$ cat src/rtl/swsf_pkg.sv
`timescale 1ns / 1ps

package swsf_pkg;

	localparam int SEQ_W  = 3;
	localparam int DATA_W = 32;
	localparam int CFG_W  = 3;
	localparam int DUP_W  = 3;

	localparam logic [1:0] CMD_SEND    = 2'd0;
	localparam logic [1:0] CMD_ACK     = 2'd1;
	localparam logic [1:0] CMD_TIMEOUT = 2'd2;

	localparam logic [1:0] TA_NONE    = 2'd0;
	localparam logic [1:0] TA_START   = 2'd1;
	localparam logic [1:0] TA_STOP    = 2'd2;
	localparam logic [1:0] TA_RESTART = 2'd3;

	localparam logic [DUP_W-1:0] DUP_MAX = 3'd7;

	localparam logic REG_WINDOW_LIMIT = 1'b0;
	localparam logic REG_DUP_THRESH   = 1'b1;

	localparam logic [CFG_W-1:0] WINDOW_LIMIT_RST = 3'd4;
	localparam logic [CFG_W-1:0] DUP_THRESH_RST   = 3'd3;

	typedef struct packed {
		logic [1:0]        command;
		logic [DATA_W-1:0] payload;
		logic [SEQ_W-1:0]  seq_field;
		logic              checksum_ok;
	} req_t;

	typedef struct packed {
		logic              accepted;
		logic              packet_valid;
		logic [SEQ_W-1:0]  packet_seq;
		logic [DATA_W-1:0] packet_data;
		logic [1:0]        timer_action;
		logic [SEQ_W-1:0]  timer_seq;
		logic              window_full;
		logic              empty_timeout_error;
		logic              last;
	} rsp_t;

	typedef enum logic [1:0] {
		CLS_SINGLE,
		CLS_POP,
		CLS_RESEND
	} class_t;

	typedef enum logic [1:0] {
		ST_IDLE,
		ST_POP,
		ST_RESEND
	} state_t;

	typedef struct packed {
		logic accept;
		logic pop;
		logic emit_pop;
		logic emit_resend;
		logic sel_resend;
	} cmd_t;

	typedef struct packed {
		class_t cls;
		logic   pop_done;
		logic   rs_last;
		logic   out_valid;
	} status_t;

endpackage

$ cat src/rtl/swsf_ctrl.sv
`timescale 1ns / 1ps

module swsf_ctrl (
	input  logic              clk,
	input  logic              arst_n,
	input  logic              req_valid,
	input  logic              rsp_ready,
	input  swsf_pkg::status_t status,
	output logic              req_ready,
	output swsf_pkg::cmd_t    cmd
);

	swsf_pkg::state_t state_q, state_d;
	logic out_free;

	assign out_free = !status.out_valid || rsp_ready;

	always_ff @(posedge clk or negedge arst_n) begin
		if (!arst_n) begin
			state_q <= swsf_pkg::ST_IDLE;
		end else begin
			state_q <= state_d;
		end
	end

	always_comb begin
		state_d = state_q;
		case (state_q)
			swsf_pkg::ST_IDLE: begin
				if (req_valid && out_free) begin
					case (status.cls)
						swsf_pkg::CLS_POP:    state_d = swsf_pkg::ST_POP;
						swsf_pkg::CLS_RESEND: state_d = swsf_pkg::ST_RESEND;
						default:              state_d = swsf_pkg::ST_IDLE;
					endcase
				end
			end
			swsf_pkg::ST_POP: begin
				if (status.pop_done && out_free) state_d = swsf_pkg::ST_IDLE;
			end
			swsf_pkg::ST_RESEND: begin
				if (out_free && status.rs_last) state_d = swsf_pkg::ST_IDLE;
			end
			default: state_d = swsf_pkg::ST_IDLE;
		endcase
	end

	always_comb begin
		req_ready       = (state_q == swsf_pkg::ST_IDLE) && out_free;
		cmd.accept      = req_ready && req_valid;
		cmd.pop         = (state_q == swsf_pkg::ST_POP) && !status.pop_done;
		cmd.emit_pop    = (state_q == swsf_pkg::ST_POP) && status.pop_done && out_free;
		cmd.emit_resend = (state_q == swsf_pkg::ST_RESEND) && out_free;
		cmd.sel_resend  = (state_q == swsf_pkg::ST_RESEND);
	end

endmodule

$ cat src/rtl/swsf_dp.sv
`timescale 1ns / 1ps

module swsf_dp #(
	parameter int WINDOW_DEPTH = 4
) (
	input  logic               clk,
	input  logic               arst_n,
	input  swsf_pkg::req_t     req,
	input  swsf_pkg::cmd_t     cmd,
	output swsf_pkg::status_t  status,
	output swsf_pkg::rsp_t     rsp,
	output logic               rsp_valid,
	input  logic               rsp_ready,
	input  logic               psel,
	input  logic               penable,
	input  logic               pwrite,
	input  logic [2:0]         paddr,
	input  logic [31:0]        pwdata,
	output logic [31:0]        prdata
);

	localparam int IW = (WINDOW_DEPTH > 1) ? $clog2(WINDOW_DEPTH) : 1;
	localparam int OW = $clog2(WINDOW_DEPTH + 1);
	localparam int TW = OW + 1;
	localparam int LW = (OW > swsf_pkg::CFG_W) ? OW : swsf_pkg::CFG_W;
	localparam logic [IW-1:0] LAST_IDX = IW'(WINDOW_DEPTH - 1);

	localparam int SW = swsf_pkg::SEQ_W;
	localparam int DW = swsf_pkg::DATA_W;
	localparam int CW = swsf_pkg::CFG_W;
	localparam int UW = swsf_pkg::DUP_W;

	function automatic logic [IW-1:0] wrap_inc(input logic [IW-1:0] idx);
		wrap_inc = (idx == LAST_IDX) ? '0 : idx + IW'(1);
	endfunction

	logic [SW-1:0] seq_store_q  [WINDOW_DEPTH];
	logic [DW-1:0] data_store_q [WINDOW_DEPTH];

	logic [IW-1:0] head_q, head_d;
	logic [OW-1:0] occ_q, occ_d;
	logic [SW-1:0] base_q, base_d;
	logic [SW-1:0] next_q, next_d;
	logic [UW-1:0] dup_q, dup_d;
	logic [SW-1:0] old_base_q, old_base_d;
	logic [IW-1:0] rs_ptr_q, rs_ptr_d;
	logic [OW-1:0] rs_cnt_q, rs_cnt_d;
	logic [CW-1:0] limit_q, thr_q;
	logic          out_valid_q, out_valid_d;
	swsf_pkg::rsp_t out_q, out_d;

	logic [IW-1:0] rd_addr;
	logic [SW-1:0] front_seq;
	logic [DW-1:0] front_data;
	logic [TW-1:0] tail_sum;
	logic [IW-1:0] tail_idx;
	logic [LW-1:0] lim_ext;
	logic [OW-1:0] eff_lim;
	logic [CW-1:0] thr_eff;
	logic [UW-1:0] dup_inc;
	logic          full_now;
	logic          wr_en;

	swsf_pkg::class_t a_cls;
	swsf_pkg::rsp_t   a_res;
	logic [OW-1:0]    a_occ;
	logic [SW-1:0]    a_next, a_base, a_old_base;
	logic [UW-1:0]    a_dup;
	logic             a_wr;

	// config port
	always_ff @(posedge clk or negedge arst_n) begin
		if (!arst_n) begin
			limit_q <= swsf_pkg::WINDOW_LIMIT_RST;
			thr_q   <= swsf_pkg::DUP_THRESH_RST;
		end else if (psel && penable && pwrite) begin
			if (paddr[2] == swsf_pkg::REG_WINDOW_LIMIT) limit_q <= pwdata[CW-1:0];
			else                                        thr_q   <= pwdata[CW-1:0];
		end
	end

	always_comb begin
		if (paddr[2] == swsf_pkg::REG_WINDOW_LIMIT) prdata = {{(32-CW){1'b0}}, limit_q};
		else                                        prdata = {{(32-CW){1'b0}}, thr_q};
	end

	always_comb begin
		lim_ext = LW'(limit_q);
		if (lim_ext == '0)                     eff_lim = OW'(1);
		else if (lim_ext > LW'(WINDOW_DEPTH)) eff_lim = OW'(WINDOW_DEPTH);
		else                                   eff_lim = lim_ext[OW-1:0];
		thr_eff  = (thr_q == '0) ? CW'(1) : thr_q;
		dup_inc  = (dup_q < swsf_pkg::DUP_MAX) ? dup_q + UW'(1) : dup_q;
		full_now = (occ_q >= eff_lim) || (occ_q >= OW'(WINDOW_DEPTH));
		tail_sum = TW'(head_q) + TW'(occ_q);
		if (tail_sum >= TW'(WINDOW_DEPTH)) tail_sum = tail_sum - TW'(WINDOW_DEPTH);
		tail_idx = tail_sum[IW-1:0];
	end

	assign rd_addr    = cmd.sel_resend ? rs_ptr_q : head_q;
	assign front_seq  = seq_store_q[rd_addr];
	assign front_data = data_store_q[rd_addr];

	// decode of the offered request beat
	always_comb begin
		a_cls      = swsf_pkg::CLS_SINGLE;
		a_res      = '0;
		a_occ      = occ_q;
		a_next     = next_q;
		a_base     = base_q;
		a_old_base = old_base_q;
		a_dup      = dup_q;
		a_wr       = 1'b0;
		case (req.command)
			swsf_pkg::CMD_SEND: begin
				if (!full_now) begin
					a_wr               = 1'b1;
					a_occ              = occ_q + OW'(1);
					a_next             = next_q + SW'(1);
					a_res.accepted     = 1'b1;
					a_res.packet_valid = 1'b1;
					a_res.packet_seq   = next_q;
					a_res.packet_data  = req.payload;
					if (occ_q == '0) begin
						a_res.timer_action = swsf_pkg::TA_START;
						a_res.timer_seq    = next_q;
					end
				end
			end
			swsf_pkg::CMD_ACK: begin
				if (req.checksum_ok) begin
					if (req.seq_field != base_q) begin
						a_dup      = '0;
						a_old_base = base_q;
						a_base     = req.seq_field;
						a_cls      = swsf_pkg::CLS_POP;
					end else if (dup_inc >= thr_eff) begin
						a_dup = '0;
						if (occ_q == '0) begin
							a_res.timer_action = swsf_pkg::TA_RESTART;
							a_res.timer_seq    = base_q;
						end else begin
							a_cls = swsf_pkg::CLS_RESEND;
						end
					end else begin
						a_dup = dup_inc;
					end
				end
			end
			swsf_pkg::CMD_TIMEOUT: begin
				if (occ_q == '0) begin
					a_res.empty_timeout_error = 1'b1;
				end else begin
					a_res.packet_valid = 1'b1;
					a_res.packet_seq   = front_seq;
					a_res.packet_data  = front_data;
					a_res.timer_action = swsf_pkg::TA_RESTART;
					a_res.timer_seq    = req.seq_field;
				end
			end
			default: ;
		endcase
		a_res.window_full = (a_occ >= eff_lim);
		a_res.last        = 1'b1;
	end

	assign status.cls       = a_cls;
	assign status.pop_done  = (occ_q == '0) || (front_seq == base_q);
	assign status.rs_last   = (rs_cnt_q + OW'(1)) == occ_q;
	assign status.out_valid = out_valid_q;

	always_comb begin
		head_d      = head_q;
		occ_d       = occ_q;
		base_d      = base_q;
		next_d      = next_q;
		dup_d       = dup_q;
		old_base_d  = old_base_q;
		rs_ptr_d    = rs_ptr_q;
		rs_cnt_d    = rs_cnt_q;
		wr_en       = 1'b0;
		out_d       = out_q;
		out_valid_d = out_valid_q;
		if (out_valid_q && rsp_ready) out_valid_d = 1'b0;
		if (cmd.accept) begin
			occ_d      = a_occ;
			next_d     = a_next;
			base_d     = a_base;
			old_base_d = a_old_base;
			dup_d      = a_dup;
			wr_en      = a_wr;
			rs_ptr_d   = head_q;
			rs_cnt_d   = '0;
			if (a_cls == swsf_pkg::CLS_SINGLE) begin
				out_d       = a_res;
				out_valid_d = 1'b1;
			end
		end
		if (cmd.pop) begin
			head_d = wrap_inc(head_q);
			occ_d  = occ_q - OW'(1);
		end
		if (cmd.emit_pop) begin
			out_d             = '0;
			out_d.window_full = (occ_q >= eff_lim);
			out_d.last        = 1'b1;
			if (occ_q != '0) begin
				out_d.timer_action = swsf_pkg::TA_RESTART;
				out_d.timer_seq    = base_q;
			end else begin
				out_d.timer_action = swsf_pkg::TA_STOP;
				out_d.timer_seq    = old_base_q;
			end
			out_valid_d = 1'b1;
		end
		if (cmd.emit_resend) begin
			out_d              = '0;
			out_d.packet_valid = 1'b1;
			out_d.packet_seq   = front_seq;
			out_d.packet_data  = front_data;
			out_d.window_full  = (occ_q >= eff_lim);
			out_d.last         = status.rs_last;
			if (rs_cnt_q == '0) begin
				out_d.timer_action = swsf_pkg::TA_RESTART;
				out_d.timer_seq    = base_q;
			end
			rs_ptr_d    = wrap_inc(rs_ptr_q);
			rs_cnt_d    = rs_cnt_q + OW'(1);
			out_valid_d = 1'b1;
		end
	end

	always_ff @(posedge clk or negedge arst_n) begin
		if (!arst_n) begin
			head_q      <= '0;
			occ_q       <= '0;
			base_q      <= '0;
			next_q      <= '0;
			dup_q       <= '0;
			old_base_q  <= '0;
			rs_ptr_q    <= '0;
			rs_cnt_q    <= '0;
			out_valid_q <= 1'b0;
		end else begin
			head_q      <= head_d;
			occ_q       <= occ_d;
			base_q      <= base_d;
			next_q      <= next_d;
			dup_q       <= dup_d;
			old_base_q  <= old_base_d;
			rs_ptr_q    <= rs_ptr_d;
			rs_cnt_q    <= rs_cnt_d;
			out_valid_q <= out_valid_d;
		end
	end

	always_ff @(posedge clk) begin
		out_q <= out_d;
		if (wr_en) begin
			seq_store_q[tail_idx]  <= next_q;
			data_store_q[tail_idx] <= req.payload;
		end
	end

	assign rsp       = out_q;
	assign rsp_valid = out_valid_q;

endmodule

$ cat src/rtl/sliding_window_sender_fast_retx.sv
`timescale 1ns / 1ps

// Sliding-window sender with fast retransmit, sequence numbers modulo 8. A request beat
// carries a send, an ack or a timeout command and produces one to WINDOW_DEPTH response
// beats, the final one marked by last. A send, a bad ack, a repeated ack below threshold
// and a timeout produce one beat; a new ack walks the stored packets one per cycle to pop
// them and then emits its beat, and a fast retransmit sends the whole window one beat per
// cycle while the receiver is ready. No new request is taken until the walk for the last
// one is done, so the single-entry walk over the window store sets the rate when the
// window is busy. The response register lets a new request be taken in the cycle its
// last beat leaves. window_limit (0x0) and dup_ack_threshold (0x4) are to be written
// over the APB port only while idle; the block itself does not enforce this.

module sliding_window_sender_fast_retx #(
	parameter int WINDOW_DEPTH = 4
) (
	input  logic           clk,
	input  logic           arst_n,
	input  logic           req_valid,
	output logic           req_ready,
	input  swsf_pkg::req_t req,
	output logic           rsp_valid,
	input  logic           rsp_ready,
	output swsf_pkg::rsp_t rsp,
	input  logic           psel,
	input  logic           penable,
	input  logic           pwrite,
	input  logic [2:0]     paddr,
	input  logic [31:0]    pwdata,
	output logic [31:0]    prdata,
	output logic           pready
);

	swsf_pkg::cmd_t    cmd;
	swsf_pkg::status_t status;

	assign pready = 1'b1;

	swsf_ctrl u_ctrl (
		.clk       (clk),
		.arst_n    (arst_n),
		.req_valid (req_valid),
		.rsp_ready (rsp_ready),
		.status    (status),
		.req_ready (req_ready),
		.cmd       (cmd)
	);

	swsf_dp #(
		.WINDOW_DEPTH (WINDOW_DEPTH)
	) u_dp (
		.clk       (clk),
		.arst_n    (arst_n),
		.req       (req),
		.cmd       (cmd),
		.status    (status),
		.rsp       (rsp),
		.rsp_valid (rsp_valid),
		.rsp_ready (rsp_ready),
		.psel      (psel),
		.penable   (penable),
		.pwrite    (pwrite),
		.paddr     (paddr),
		.pwdata    (pwdata),
		.prdata    (prdata)
	);

endmodule

$ cat config.mk
export PLATFORM = sky130hd
export DESIGN_NAME = sliding_window_sender_fast_retx
export DESIGN_NICKNAME = d
export VERILOG_FILES = /design/src/rtl/swsf_pkg.sv /design/src/rtl/swsf_ctrl.sv /design/src/rtl/swsf_dp.sv /design/src/rtl/sliding_window_sender_fast_retx.sv
export SDC_FILE = /design/constraint.sdc
export NUM_CORES = 1
export LEC_CHECK = 0
export BUFFER_PORTS_ARGS = -buffer_cell sky130_fd_sc_hd__buf_2
export CORE_UTILIZATION = 59
export DETAILED_ROUTE_END_ITERATION = 12
export PLACE_DENSITY = 0.83
export REMOVE_ABC_BUFFERS = 1
export SYNTH_ARGS = -nofsm -noshare
export SYNTH_HDL_FRONTEND = slang
export SYNTH_SLANG_ARGS = --single-unit
export TNS_END_PERCENT = 50
$ cat constraint.sdc
create_clock -name clk -period 12.79 [get_ports clk]
set_input_delay 2.558 -clock clk [delete_from_list [all_inputs] [get_ports clk]]
set_output_delay 2.558 -clock clk [all_outputs]
set_load 0.01 [all_outputs]
Word-level counts from Yosys, hierarchy flattened
Memories as Yosys holds them, arrays and structs flattened.
Cells that the tools add are included.
- flip-flop bits (word level): 76
- output and inout bits: 80
- input port bits: 80
- memory bits (writable): 140
- memories: 2
- memories (name ; depth ; bits a word ; read ports ; clocked after Yosys merged registers in ; write ports ; RTL line ; text):
    u_dp.data_store_q ; 4 ; 32 ; 1 ; 0 ; 1 ; swsf_dp.sv:38 ; logic [DW-1:0] data_store_q [WINDOW_DEPTH];
    u_dp.seq_store_q ; 4 ; 3 ; 1 ; 0 ; 1 ; swsf_dp.sv:37 ; logic [SW-1:0] seq_store_q [WINDOW_DEPTH];
- $lt $le $gt $ge: 7
- bitwise gates (word level): 2
- muxes and demuxes: 57
- reductions and logical operators: 41
- equal/unequal tests: 14
- add/sub/neg operators: 9
- operators with widths (cell ; count):
    44-bit two-way mux ; 3
    36-bit one-hot mux with 2 select lines ; 1
    43-bit two-way mux ; 1
    42-bit two-way mux ; 1
    41-bit two-way mux ; 1
    3-bit two-way mux ; 13
    2-bit two-way mux ; 14
    5-bit two-way mux ; 5
    5-bit one-hot mux with 3 select lines ; 1
    1-bit two-way mux ; 13
    3-bit by 1-bit adder with 3-bit output, second input constant ; 4
    1-bit logical AND ; 12
    3-bit zero test ; 4
    2-bit == test, second input constant ; 5
    2-bit AND reduction ; 5
    3-bit >= comparator ; 3
    3-bit AND reduction ; 3
    3-bit nonzero test ; 3
    4-bit two-way mux ; 2
    2-bit nonzero test ; 4
    2-bit by 1-bit == test with 1-bit output, second input constant ; 3
    3-bit == test ; 2
    2-bit zero test ; 3
    2-bit one-hot mux with 3 select lines ; 1
    17 further kinds ; 23

Longest topological paths before layout
Gate-level depths: netlist of run 1.
- depth in word-level cells: 12
- depth in mapped cells: 13
- mapped depth without buffers: 12

By module
Synthesis of run 1 repeated with hierarchy kept, for this count alone.
- cells, all modules: 547
- area, all modules: 9170.0 sq um
- modules (own cells, without submodules) (module ; area each (sq um) ; times used ; cells an instance):
    swsf_dp ; 8997.4 ; 1 ; 525
    swsf_ctrl ; 161.4 ; 1 ; 20
    sliding_window_sender_fast_retx ; 11.3 ; 1 ; 2

Worst setup path after synthesis of run 1
Ideal clock, no wire load.
- path kind: input to register
- start: input port req[36] (netlist name)
- end: memory u_dp.data_store_q[0][0] (netlist name) (enable)
- library setup time: 0.471 ns
- data arrival time: 6.181 ns
- stages: 7
- setup slack: 6.138 ns
- path through: buf_6 or3_1 a211o_1 buf_2 or2_1 buf_1 nor3_1
- longest elaborated chain between the ends: 5
- ends and longest elaborated chain (element ; RTL line ; text):
    start, declared ; sliding_window_sender_fast_retx.sv:21 ; input swsf_pkg::req_t req,
    2-bit zero test ; swsf_dp.sv:114 ; case (req.command)
    1-bit two-way mux ; swsf_dp.sv:114 ;
    1-bit two-way mux ; swsf_dp.sv:185 ; if (cmd.accept) begin
    1-bit two-way mux ; swsf_dp.sv:259 ; if (wr_en) begin
    1-bit two-way mux (implied by the code) ; swsf_dp.sv:261 ; data_store_q[tail_idx] <= req.payload;
    end, declared ; swsf_dp.sv:38 ;
Every way passes these cells.

Worst setup path after layout of run 1
- start: input port rsp_ready
- end: output port req_ready
- longest elaborated chain between the ends: 2
- ends and longest elaborated chain (element ; RTL line ; text):
    start, declared ; sliding_window_sender_fast_retx.sv:23 ; input logic rsp_ready,
    1-bit logical OR ; swsf_ctrl.sv:16 ; assign out_free = !status.out_valid || rsp_ready;
    1-bit logical AND ; swsf_ctrl.sv:49 ; req_ready = (state_q == swsf_pkg::ST_IDLE) && out_free;
    end, declared ; sliding_window_sender_fast_retx.sv:20 ; output logic req_ready,
Every way passes these cells.

==> results of run 1 <==
## worst register-to-register path, stage by stage (launching register included)
cell       delay [ns]
dfrtp_1          0.43
nand2b_2         0.27
a21boi_4         0.66
buf_4            0.59
o2111ai_1        0.21
o2111ai_2        0.23
nand3_4          0.17
o21a_1           0.25
nand2_2          0.15
buf_4            0.52
## synth_stat cells, types with 3 or more instances
master,instances,area [um2]
edfxtp_1,182,5470
nand2_1,40,150
a22o_1,33,289
buf_4,32,240
mux4_2,31,698
dfrtp_1,28,701
inv_1,23,86.3
nor2_1,20,75.1
ha_1,19,238
o21ai_0,19,95.1
a21oi_1,14,70.1
mux2_2,11,124
clkbuf_1,10,37.5
o211ai_1,10,75.1
buf_2,9,45.0
xnor2_1,9,78.8
nand3_1,6,30.0
nor3_1,6,30.0
a21o_1,5,37.5
nand2b_1,5,31.3
o2111ai_2,5,75.1
xor2_1,5,43.8
nor2b_1,4,25.0
o2111ai_1,4,35.0
o21a_1,4,30.0
a221o_1,3,30.0
a222oi_1,3,30.0
a32o_1,3,30.0
buf_6,3,33.8
dfstp_2,3,78.8
dfxtp_1,3,60.1
or2_1,3,18.8
or3_1,3,18.8
## through the flow
stage	area [um2]	instances	power (mW)	setup WS [ns]	util
6_report	10900	937	2.25	7.01	0.691
5_1_grt	10900	937	2.35	6.95	0.691
4_1_cts	10900	937	2.26	7.02	0.691
3_5_place_dp	10200	898	1.59	7.03	0.642
3_3_place_gp	10200	898	1.56	7.03	0.642
2_1_floorplan	9310	576	1.39	6.22	-
## cell families after synthesis
logic type,Yosys count,share of synthesized area
AO/OA/AOI/OAI,124,0.106
XOR/XNOR,14,0.0128
adder cells (fa/ha/maj),19,0.0249
buffers and inverters,78,0.0467
flip-flops,216,0.659
multiplexers,46,0.0924
other,2,0.000785
AND/OR/NAND/NOR,104,0.0568
## area by class of cell
class                   count  area share
clock buffers              25      0.0523
clock inverters            14      0.0177
flip-flops and latches    216       0.577
multi-input cells         337       0.270
well taps                 216      0.0247
repair buffers            106      0.0504
inverters                  23     0.00790
## final timing paths
check	depth (start not counted)	slack (ns)	end
max	4	7.01	req_ready
min	1	0.51	u_dp.old_base_q[0]
max reg2reg	9	8.92	u_dp.rsp[5]
min reg2reg	1	0.51	u_dp.old_base_q[0]
max in group asynchronous	1	10.23	u_ctrl.state_q[1]
min in group asynchronous	1	2.10	u_dp.old_base_q[0]
## metal layers
metal  up-vias  part of all wire  track usage
met5         -           0.00041            0
met4         2             0.027       0.0879
met3        54             0.073       0.0380
met2       291              0.51        0.415
met1      2860              0.39        0.309
li1       2512                 -            -
## where the power goes
part | total (mW) | internal (mW) | switching [mW]
Sequential | 0.946 | 0.877 | 0.0692
Combinational | 0.636 | 0.269 | 0.367
Clock | 0.669 | 0.405 | 0.265
## state kept, by name, summed over array words and instances (netlist names), 3 cells and up
signal             flops
u_dp.base_q            3
u_dp.next_q            3
u_dp.rsp              45
u_dp.thr_q             3
u_dp.seq_store_q      12
u_dp.rs_cnt_q          3
u_dp.lim_ext           3
u_dp.dup_q             3
u_dp.old_base_q        3
u_dp.occ_q             3
u_dp.data_store_q    128
==> flow_metrics.py, run 1 <==
metrics = {
    "timing": {
        "max_freq_mhz": 173,
        "fin_tns_setup_ns": 0,
        "hold_viol": 0,
        "period_share": 0.452,
        "slew_headroom": 0.317,
        "period_minus_slack_ns": 5.78,
        "rsz0062_at_grt": "no",
        "drv_slew": 0,
        "setup-violations-final": 0,
        "skew_ns": 0.0193,
        "tightest_slew_ns": 1.02,
        "hold_slack_ns": 0.512,
    },
    "layout": {
        "mostFrequentLayoutCell": "edfxtp_1",
        "layout_common_cells": "edfxtp_1, buf_2, nand2_1",
        "diodes": 0,
        "area.growth.synth_to_final_pct": 14.3,
        "fill_cells": 1011,
        "multi_input_area_mm2": 0.00295,
        "drive_above_1_share": 0.300,
        "fin_nets": 805,
        "seqCellArea_mm2": 0.00630,
    },
    "route": {
        "ant_nets": 0,
        "drt-total-wl_um": 19700,
        "vias_per_cell": 6.10,
        "drc": 1,
        "route.detailed.wl_per_inst_um": 21.0,
        "drt_iter0_markers": 546,
        "dr.pass1.iters": 9,
        "num_vias": 5719,
    },
    "placed_design": {
        "gp_congestion": 0.917,
        "io_buffers": 98,
        "post-dp-hpwl_um": 12000,
    },
    "synthesis": {
        "syn_inst": 603,
        "seq_area_frac_synth": 0.659,
        "yosys_register_bits": 216,
        "async_flop_share": 0.144,
        "synth_cell_types": 69,
        "avgSynthCellArea_um2": 15.9,
        "synth_edf_count": 182,
        "yosys_most_used_dff": "edfxtp_1",
        "yosysWarnings": 0,
        "mappedNetlistArea_mm2": 0.00956,
    },
    "floorplan": {
        "dieArea_mm2": 0.0167,
        "start_util": 0.604,
        "die_x_um": 129,
        "core_mm2": 0.0158,
        "rows": 46,
        "die_h_um": 129,
        "num_io_pins": 160,
    },
    "power_and_ir_drop": {
        "power.leakage_nw": 4.11,
        "p_per_area_mw_per_mm2": 206,
        "irDropWorstVdd_mv": 0.162,
    },
    "worst_setup_path": {
        "cp-end-kind": "output port",
        "cpLargestDelayFamily": "simple AND/OR/NAND/NOR gates",
        "worstSetupPathType": "in2out",
        "worstPathMaxFanout": 4,
        "crit_top_cell": "buf_2",
        "r2r-start": "u_ctrl.state_q[0]",
        "path_cells": "buf_2, nor2b_1, nor3_1, buf_2",
        "cp_num_buf_inv": 2,
        "startpoint": "rsp_ready",
        "slowest_stage": "nor2b_1",
        "cp.required_ns": 10.23,
        "startpoint_type": "primary input",
        "max_stage_delay_ns": 0.27,
        "crit_arrival_ns": 3.22,
    },
    "flow_run": {
        "cap_violations": 0,
    },
    "cts": {
        "cts_buffers": 22,
        "clk_path_buf_depth": 3,
        "ctsHoldBuffers": 0,
        "cts_tree": "done",
        "ctsResizeCount": 0,
        "clk_latency_ns": 0.51,
        "cts_root_buf": "clkbuf_16",
        "path_clk_slew_ns": 0.06,
        "htree_levels": 1,
        "post_cts_buffers": 0,
        "clock-sinks": 216,
    },
    "run_status": {
        "status": "finished, violations left",
        "violations": "DRC",
    },
    "global_routing": {
        "grt_pass1_wl_um": 30200,
        "grt_overflow_total": 0,
        "grt_pass1_vias": 5816,
        "grt_max_degree": 40,
        "gr-usage-all-layers": 0.240,
        "antenna_found_initial": 1,
    },
    "worst_hold_path": {
        "hp-class": "reg2reg",
        "hp-start": "u_dp.old_base_q[0]",
    },
}
(Power assumes the default switching activity.)
==> inputs of run 2 (changes only) <==
Settings changed: ABC_AREA set to 1, CORE_UTILIZATION 59 to 57, PLACE_DENSITY 0.83 to 0.8.
Clock period 12.79 ns to 5.6 ns, I/O delays scaled along.
==> run 2 against run 1 <==
The flow now finishes without violations. Worst setup slack worse by 5.3 ns. Global-route usage is 1.3 points higher. Cell count is 34% higher. Synthesized area is 3.3% higher. Synthesized cell count is 52% higher. Worst hold slack worse by 0.022 ns. Combinational power grew to 3.3 times the previous value. First-iteration DRC count is 25% higher. Routed wire length is 14% higher. Non-clock buffer count is 8 higher. Critical endpoint is now u_dp.rsp[31]. Largest power group unchanged.
==> flow_metrics.py, run 2 <==
metrics = {
    "placed_design": {
        "dp_slack_ns": 1.66,
        "gp_congestion": 0.839,
        "dp_cells": 1214,
        "post-dp-hpwl_um": 13400,
        "io_buffers": 98,
    },
    "flow_run": {
        "cap_violations": 0,
    },
    "floorplan": {
        "die_x_um": 134,
        "start_util": 0.589,
        "dieArea_mm2": 0.0179,
        "core_mm2": 0.0168,
        "rows": 47,
        "num_io_pins": 160,
        "die_h_um": 134,
    },
    "timing": {
        "hold_viol": 0,
        "period_minus_slack_ns": 3.88,
        "drv_slew": 0,
        "fin_ws_ns": 1.72,
        "rsz0062_at_grt": "no",
        "max_freq_mhz": 258,
        "skew_ns": 0.0116,
        "tightest_slew_ns": 1.09,
        "hold_slack_ns": 0.490,
        "fin_tns_setup_ns": 0,
        "period_share": 0.692,
        "setup-violations-final": 0,
        "slew_headroom": 0.269,
    },
    "synthesis": {
        "avgSynthCellArea_um2": 10.8,
        "mappedNetlistArea_mm2": 0.00988,
        "synth_cell_types": 37,
        "yosys_most_used_dff": "edfxtp_1",
        "async_flop_share": 0.144,
        "yosys_register_bits": 216,
        "synth_edf_count": 182,
        "syn_inst": 916,
        "synthTopCellsByArea": "edfxtp_1, dfrtp_1, o21ai_0",
        "synth_top_area_cell": "edfxtp_1",
        "synth_common_cells": "edfxtp_1, nand2_1, o21ai_0",
        "yosysWarnings": 0,
        "seq_area_frac_synth": 0.638,
        "synth_top_area_share": 0.553,
        "yosysMostFrequentCell": "edfxtp_1",
    },
    "cts": {
        "path_clk_slew_ns": 0.06,
        "clock-sinks": 216,
        "ctsHoldBuffers": 0,
        "ctsResizeCount": 0,
        "post_cts_buffers": 0,
        "clk_latency_ns": 0.51,
        "cts_buffers": 22,
        "cts_tree": "done",
        "clk_path_buf_depth": 3,
        "cts_root_buf": "clkbuf_16",
        "htree_levels": 1,
    },
    "layout": {
        "drive_above_1_share": 0.166,
        "area.growth.synth_to_final_pct": 13.9,
        "fin_nets": 1117,
        "diodes": 0,
        "largest_reg_flops": 128,
        "fin_cells": 1254,
        "mostFrequentLayoutCell": "edfxtp_1",
        "layout_common_cells": "edfxtp_1, nand2_1, o21ai_0",
        "top_register": "u_dp.data_store_q",
    },
    "worst_setup_path": {
        "crit_arrival_ns": 4.11,
        "worstSetupPathType": "reg2reg",
        "reg2reg_to": "u_dp.rsp[31]",
        "cp.required_ns": 5.84,
        "reg2reg_slack_ns": 1.72,
        "cp-end-kind": "flop",
        "ff2ff_path_depth": 14,
        "r2r-start": "u_ctrl.state_q[1]",
        "startpoint_type": "flop",
        "worstPathMaxFanout": 46,
    },
    "global_routing": {
        "antenna_found_initial": 0,
        "grt_pass1_wl_um": 35100,
        "grt_overflow_total": 0,
        "gr-usage-all-layers": 0.253,
        "grt_max_degree": 47,
        "grt_pass1_vias": 6971,
    },
    "power_and_ir_drop": {
        "p_per_area_mw_per_mm2": 511,
        "irDropWorstVdd_mv": 0.315,
        "power.leakage_nw": 4.44,
    },
    "route": {
        "vias_per_cell": 5.77,
        "ant_nets": 0,
        "drt-total-wl_um": 22300,
        "route.detailed.wl_per_inst_um": 17.8,
        "num_vias": 7230,
        "drc": 0,
        "drt_iter0_markers": 685,
        "dr.pass1.iters": 8,
    },
    "worst_hold_path": {
        "hold-path-endpoint": "u_dp.old_base_q[1]",
        "min_path_cells": 2,
        "hp-class": "reg2reg",
        "hp-start": "u_dp.old_base_q[1]",
    },
    "run_status": {
        "status": "finished, final reports clean",
    },
}
[run 2: cell types whose count changed after synthesis, moves of 9 or more]
| cell | change |
|---|---|
| nand2_1 | +123 |
| o21ai_0 | +112 |
| nor2_1 | +62 |
| inv_1 | +40 |
| nand3_1 | +37 |
| a22o_1 | -33 |
| mux4_2 | -31 |
| o22a_1 | +31 |
| o21ai_1 | +29 |
| mux2_2 | -11 |
| clkbuf_1 | +9 |
[run 2: through the flow]
stage / instance area [um2] / power, mW / utilization
finish: 11200 / 5.75 / 0.671
floorplan: 9610 / 3.58 / -
global placement: 10500 / 4.18 / 0.628
detailed placement: 10500 / 4.27 / 0.628
global route: 11200 / 6.08 / 0.671
CTS: 11200 / 5.75 / 0.671
[run 2: area by class of cell]
cell class / count / area [um2]
Multi-Input combinational cell: 595 / 3070
Tap cell: 220 / 275
Clock inverter: 9 / 98.8
Inverter: 69 / 259
Clock buffer: 31 / 626
Sequential cell: 216 / 6300
Fill cell: 1238 / 5510
Timing Repair Buffer: 114 / 611
[run 2: layer usage]
metal,vias to the layer above,global-route usage,routed length (um)
met5,-,0,0
met3,40,0.0354,1920
met2,382,0.420,10900
met4,0,0.100,435
met1,3448,0.338,9030
li1,3360,-,-
[run 2: power breakdown]
part	switching [mW]	internal (mW)	total (mW)
clock	0.592	0.872	1.46
combinational	1.40	0.682	2.08
sequential	0.157	2.05	2.21
[run 2: worst max-delay path by stage]
stage	from	end	cells past startpoint
6_report	u_ctrl.state_q[1]	u_dp.rsp[31]	14
5_1_grt	u_ctrl.state_q[1]	u_dp.rsp[34]	14
4_1_cts	u_ctrl.state_q[1]	u_dp.rsp[34]	14
3_5_place_dp	rsp_ready	u_dp.rsp[33]	9
3_3_place_gp	rsp_ready	u_dp.rsp[31]	9
2_1_floorplan	rsp_ready	u_dp.data_store_q[0][0]	6
[run 2: cell families (layout without fill, tap and decap cells)]
logic type | count (synthesis) | after routing | share of synthesized area
AND/OR/NAND/NOR | 316 | 316 | 0.134
AO/OA/AOI/OAI | 218 | 218 | 0.128
flip-flops | 216 | 216 | 0.638
buffers and inverters | 133 | 223 | 0.0640
adder cells (fa/ha/maj) | 19 | 19 | 0.0241
XOR/XNOR | 12 | 12 | 0.0106
other | 2 | 30 | 0.000760
[run 2: worst max-delay path: stages (launching register included)]
cell     delay, ns
dfrtp_1       0.45
nand2_4       0.18
nand2_1       0.11
nand2_2       0.69
buf_4         0.40
nand2_1       0.08
nand3_1       0.12
nand3_1       0.09
nand2_1       0.07
inv_1         0.06
nand3_2       0.12
nand2_2       0.14
nand3_2       0.16
nand3_2       0.50
buf_4         0.43
==> inputs of run 3 (changes only) <==
Settings changed: ABC_AREA 1 to 0, CORE_UTILIZATION 57 to 56, PLACE_DENSITY 0.8 to 0.79.
Clock period 5.6 ns to 4 ns, I/O delays scaled along.
==> run 3 against run 2 <==
Combinational power is essentially flat. Critical path depth shrank 6. Critical path type unchanged. Worst setup slack got worse by 0.97 ns. Clock skew grew 0.0057 ns. Clock power is 34% higher. Die area shrank 1.5%. Utilization is 1.5 points lower. Fmax up 19%. Largest power group unchanged. Non-clock buffer count down 1. Global-route usage down 2.7 points. Register-to-register slack got worse by 0.97 ns. Power rose by 22%.
==> flow_metrics.py, run 3 (synthesis results as in run 1) <==
metrics = {
    "layout": {
        "fill_cells": 1152,
        "fin_nets": 813,
        "largest_reg_flops": 128,
        "area.growth.synth_to_final_pct": 14.3,
        "layout_common_cells": "edfxtp_1, buf_2, nand2_1",
        "drive_above_1_share": 0.303,
        "fin_cells": 950,
        "diodes": 0,
        "mostFrequentLayoutCell": "edfxtp_1",
        "top_register": "u_dp.data_store_q",
        "seqCellArea_mm2": 0.00630,
        "final_util": 0.657,
        "multi_input_area_mm2": 0.00295,
    },
    "floorplan": {
        "dieArea_mm2": 0.0176,
        "die_h_um": 133,
        "start_util": 0.575,
        "rows": 47,
        "die_x_um": 133,
        "num_io_pins": 160,
        "core_mm2": 0.0166,
    },
    "timing": {
        "slew_headroom": 0.387,
        "period_share": 0.812,
        "max_freq_mhz": 308,
        "hold_viol": 0,
        "rsz0062_at_grt": "no",
        "drv_slew": 0,
        "skew_ns": 0.0173,
        "setup-violations-final": 0,
        "tightest_slew_ns": 0.920,
        "period_minus_slack_ns": 3.25,
    },
    "worst_setup_path": {
        "reg2reg_slack_ns": 0.75,
        "path_cells": "nand2b_2, a21oi_1, o2111ai_1, o2111ai_4, nand3_4, o21a_1, nand2_2, buf_4",
        "cpLargestDelayFamily": "compound AO/OA/AOI/OAI gates",
        "max_stage_delay_ns": 0.76,
        "cp.required_ns": 4.13,
        "worstSetupPathType": "reg2reg",
        "ff2ff_path_depth": 8,
        "cp-end-kind": "flop",
        "worstPathMaxFanout": 26,
        "startpoint_type": "flop",
        "reg2reg_to": "u_dp.rsp[34]",
        "r2r-start": "u_ctrl.state_q[0]",
        "slowest_stage": "a21oi_1",
        "cp_num_buf_inv": 1,
        "crit_arrival_ns": 3.38,
    },
    "route": {
        "drt_iter0_markers": 440,
        "num_vias": 5693,
        "drt-total-wl_um": 19600,
        "route.detailed.wl_per_inst_um": 20.6,
        "dr.pass1.iters": 5,
        "ant_nets": 0,
        "drc": 0,
        "vias_per_cell": 5.99,
    },
    "cts": {
        "ctsHoldBuffers": 0,
        "cts_root_buf": "clkbuf_16",
        "ctsResizeCount": 0,
        "clk_latency_ns": 0.49,
        "post_cts_buffers": 0,
        "cts_buffers": 23,
        "cts_tree": "done",
        "htree_levels": 1,
        "clk_path_buf_depth": 3,
        "path_clk_slew_ns": 0.06,
        "clock-sinks": 216,
    },
    "global_routing": {
        "grt_pass1_vias": 5820,
        "grt_overflow_total": 0,
        "grt_pass1_wl_um": 30900,
        "gr-usage-all-layers": 0.226,
        "grt_max_degree": 36,
        "antenna_found_initial": 0,
    },
    "power_and_ir_drop": {
        "p_per_area_mw_per_mm2": 643,
        "p_sw_mw": 2.22,
        "pwr-share-comb": 0.292,
        "power_frac_seq": 0.431,
        "report.power.total_mw": 7.02,
        "internal_power_mw": 4.80,
        "power_frac_clock": 0.277,
        "power.leakage_nw": 4.11,
        "swShare": 0.316,
        "irDropWorstVdd_mv": 0.596,
    },
    "flow_run": {
        "cap_violations": 0,
    },
    "placed_design": {
        "post-dp-hpwl_um": 12000,
        "io_buffers": 98,
        "dp_cells": 909,
        "gp_congestion": 0.863,
    },
    "worst_hold_path": {
        "hp-class": "in2async",
    },
    "run_status": {
        "status": "finished, final reports clean",
    },
}
## run 3: cell count changes in the layout (fill, tap and decap cells not counted), sizes merged, moves of 33 or more
cell and delta:
o21ai -142, nand2 -127, nor2 -63, inv -42, nand3 -40, a22o +33
## run 3: final cells by class
type / count / share of cell area
Multi-Input combinational cell: 337 / 0.270
Tap cell: 220 / 0.0252
Sequential cell: 216 / 0.577
Inverter: 23 / 0.00790
Clock inverter: 15 / 0.00962
Timing Repair Buffer: 113 / 0.0563
Clock buffer: 26 / 0.0537
## run 3: how the worst max path moves through the flow
stage / from / endpoint / slack [ns] / depth (start not counted)
3_3_place_gp: req[36] / u_dp.data_store_q[0][6] / 0.90 / 6
6_report: u_ctrl.state_q[0] / u_dp.rsp[34] / 0.75 / 8
3_5_place_dp: u_ctrl.state_q[0] / u_dp.rsp[38] / 0.78 / 8
5_1_grt: u_ctrl.state_q[0] / u_dp.rsp[34] / 0.58 / 8
2_1_floorplan: rsp_ready / u_dp.data_store_q[0][0] / -0.81 / 5
4_1_cts: u_ctrl.state_q[0] / u_dp.rsp[24] / 0.76 / 8
## run 3: routing by layer
metal  global-route usage  vias to the layer above  share of wire
met1                0.307                     2841           0.42
met3               0.0318                       45          0.068
met5                    0                        -              0
met4               0.0690                        0          0.022
met2                0.382                      287           0.49
li1                     -                     2520              -
## run 3: per-stage QoR
step,setup TNS (ns),cell area (um2),worst slack (ns),hold WS [ns]
after floorplan,-56.88,9310,-0.813,0.479
after global placement,0,10200,0.896,0.491
after detailed placement,0,10200,0.783,0.504
after CTS,0,10900,0.759,0.383
after global routing,0,10900,0.579,0.407
final,0,10900,0.750,0.361
## run 3: power by group through the flow
stage / logic [mW] / clock network, mW / registers (mW)
final: 2.05 / 1.95 / 3.02
after global routing: 2.24 / 2.06 / 3.06
after detailed placement: 2.05 / 0 / 3.06
after CTS: 2.06 / 1.98 / 3.02
after global placement: 1.97 / 0 / 3.04
after floorplan: 1.33 / 0 / 3.10
## run 3: worst register-to-register path, delay by kind of cell, from the launching register on
family,cells,cell delay (ns)
and+or+nand+nor,3,0.49
AOI/OAI and AO/OA,4,1.58
buffers and inverters,1,0.37
DFF,1,0.42
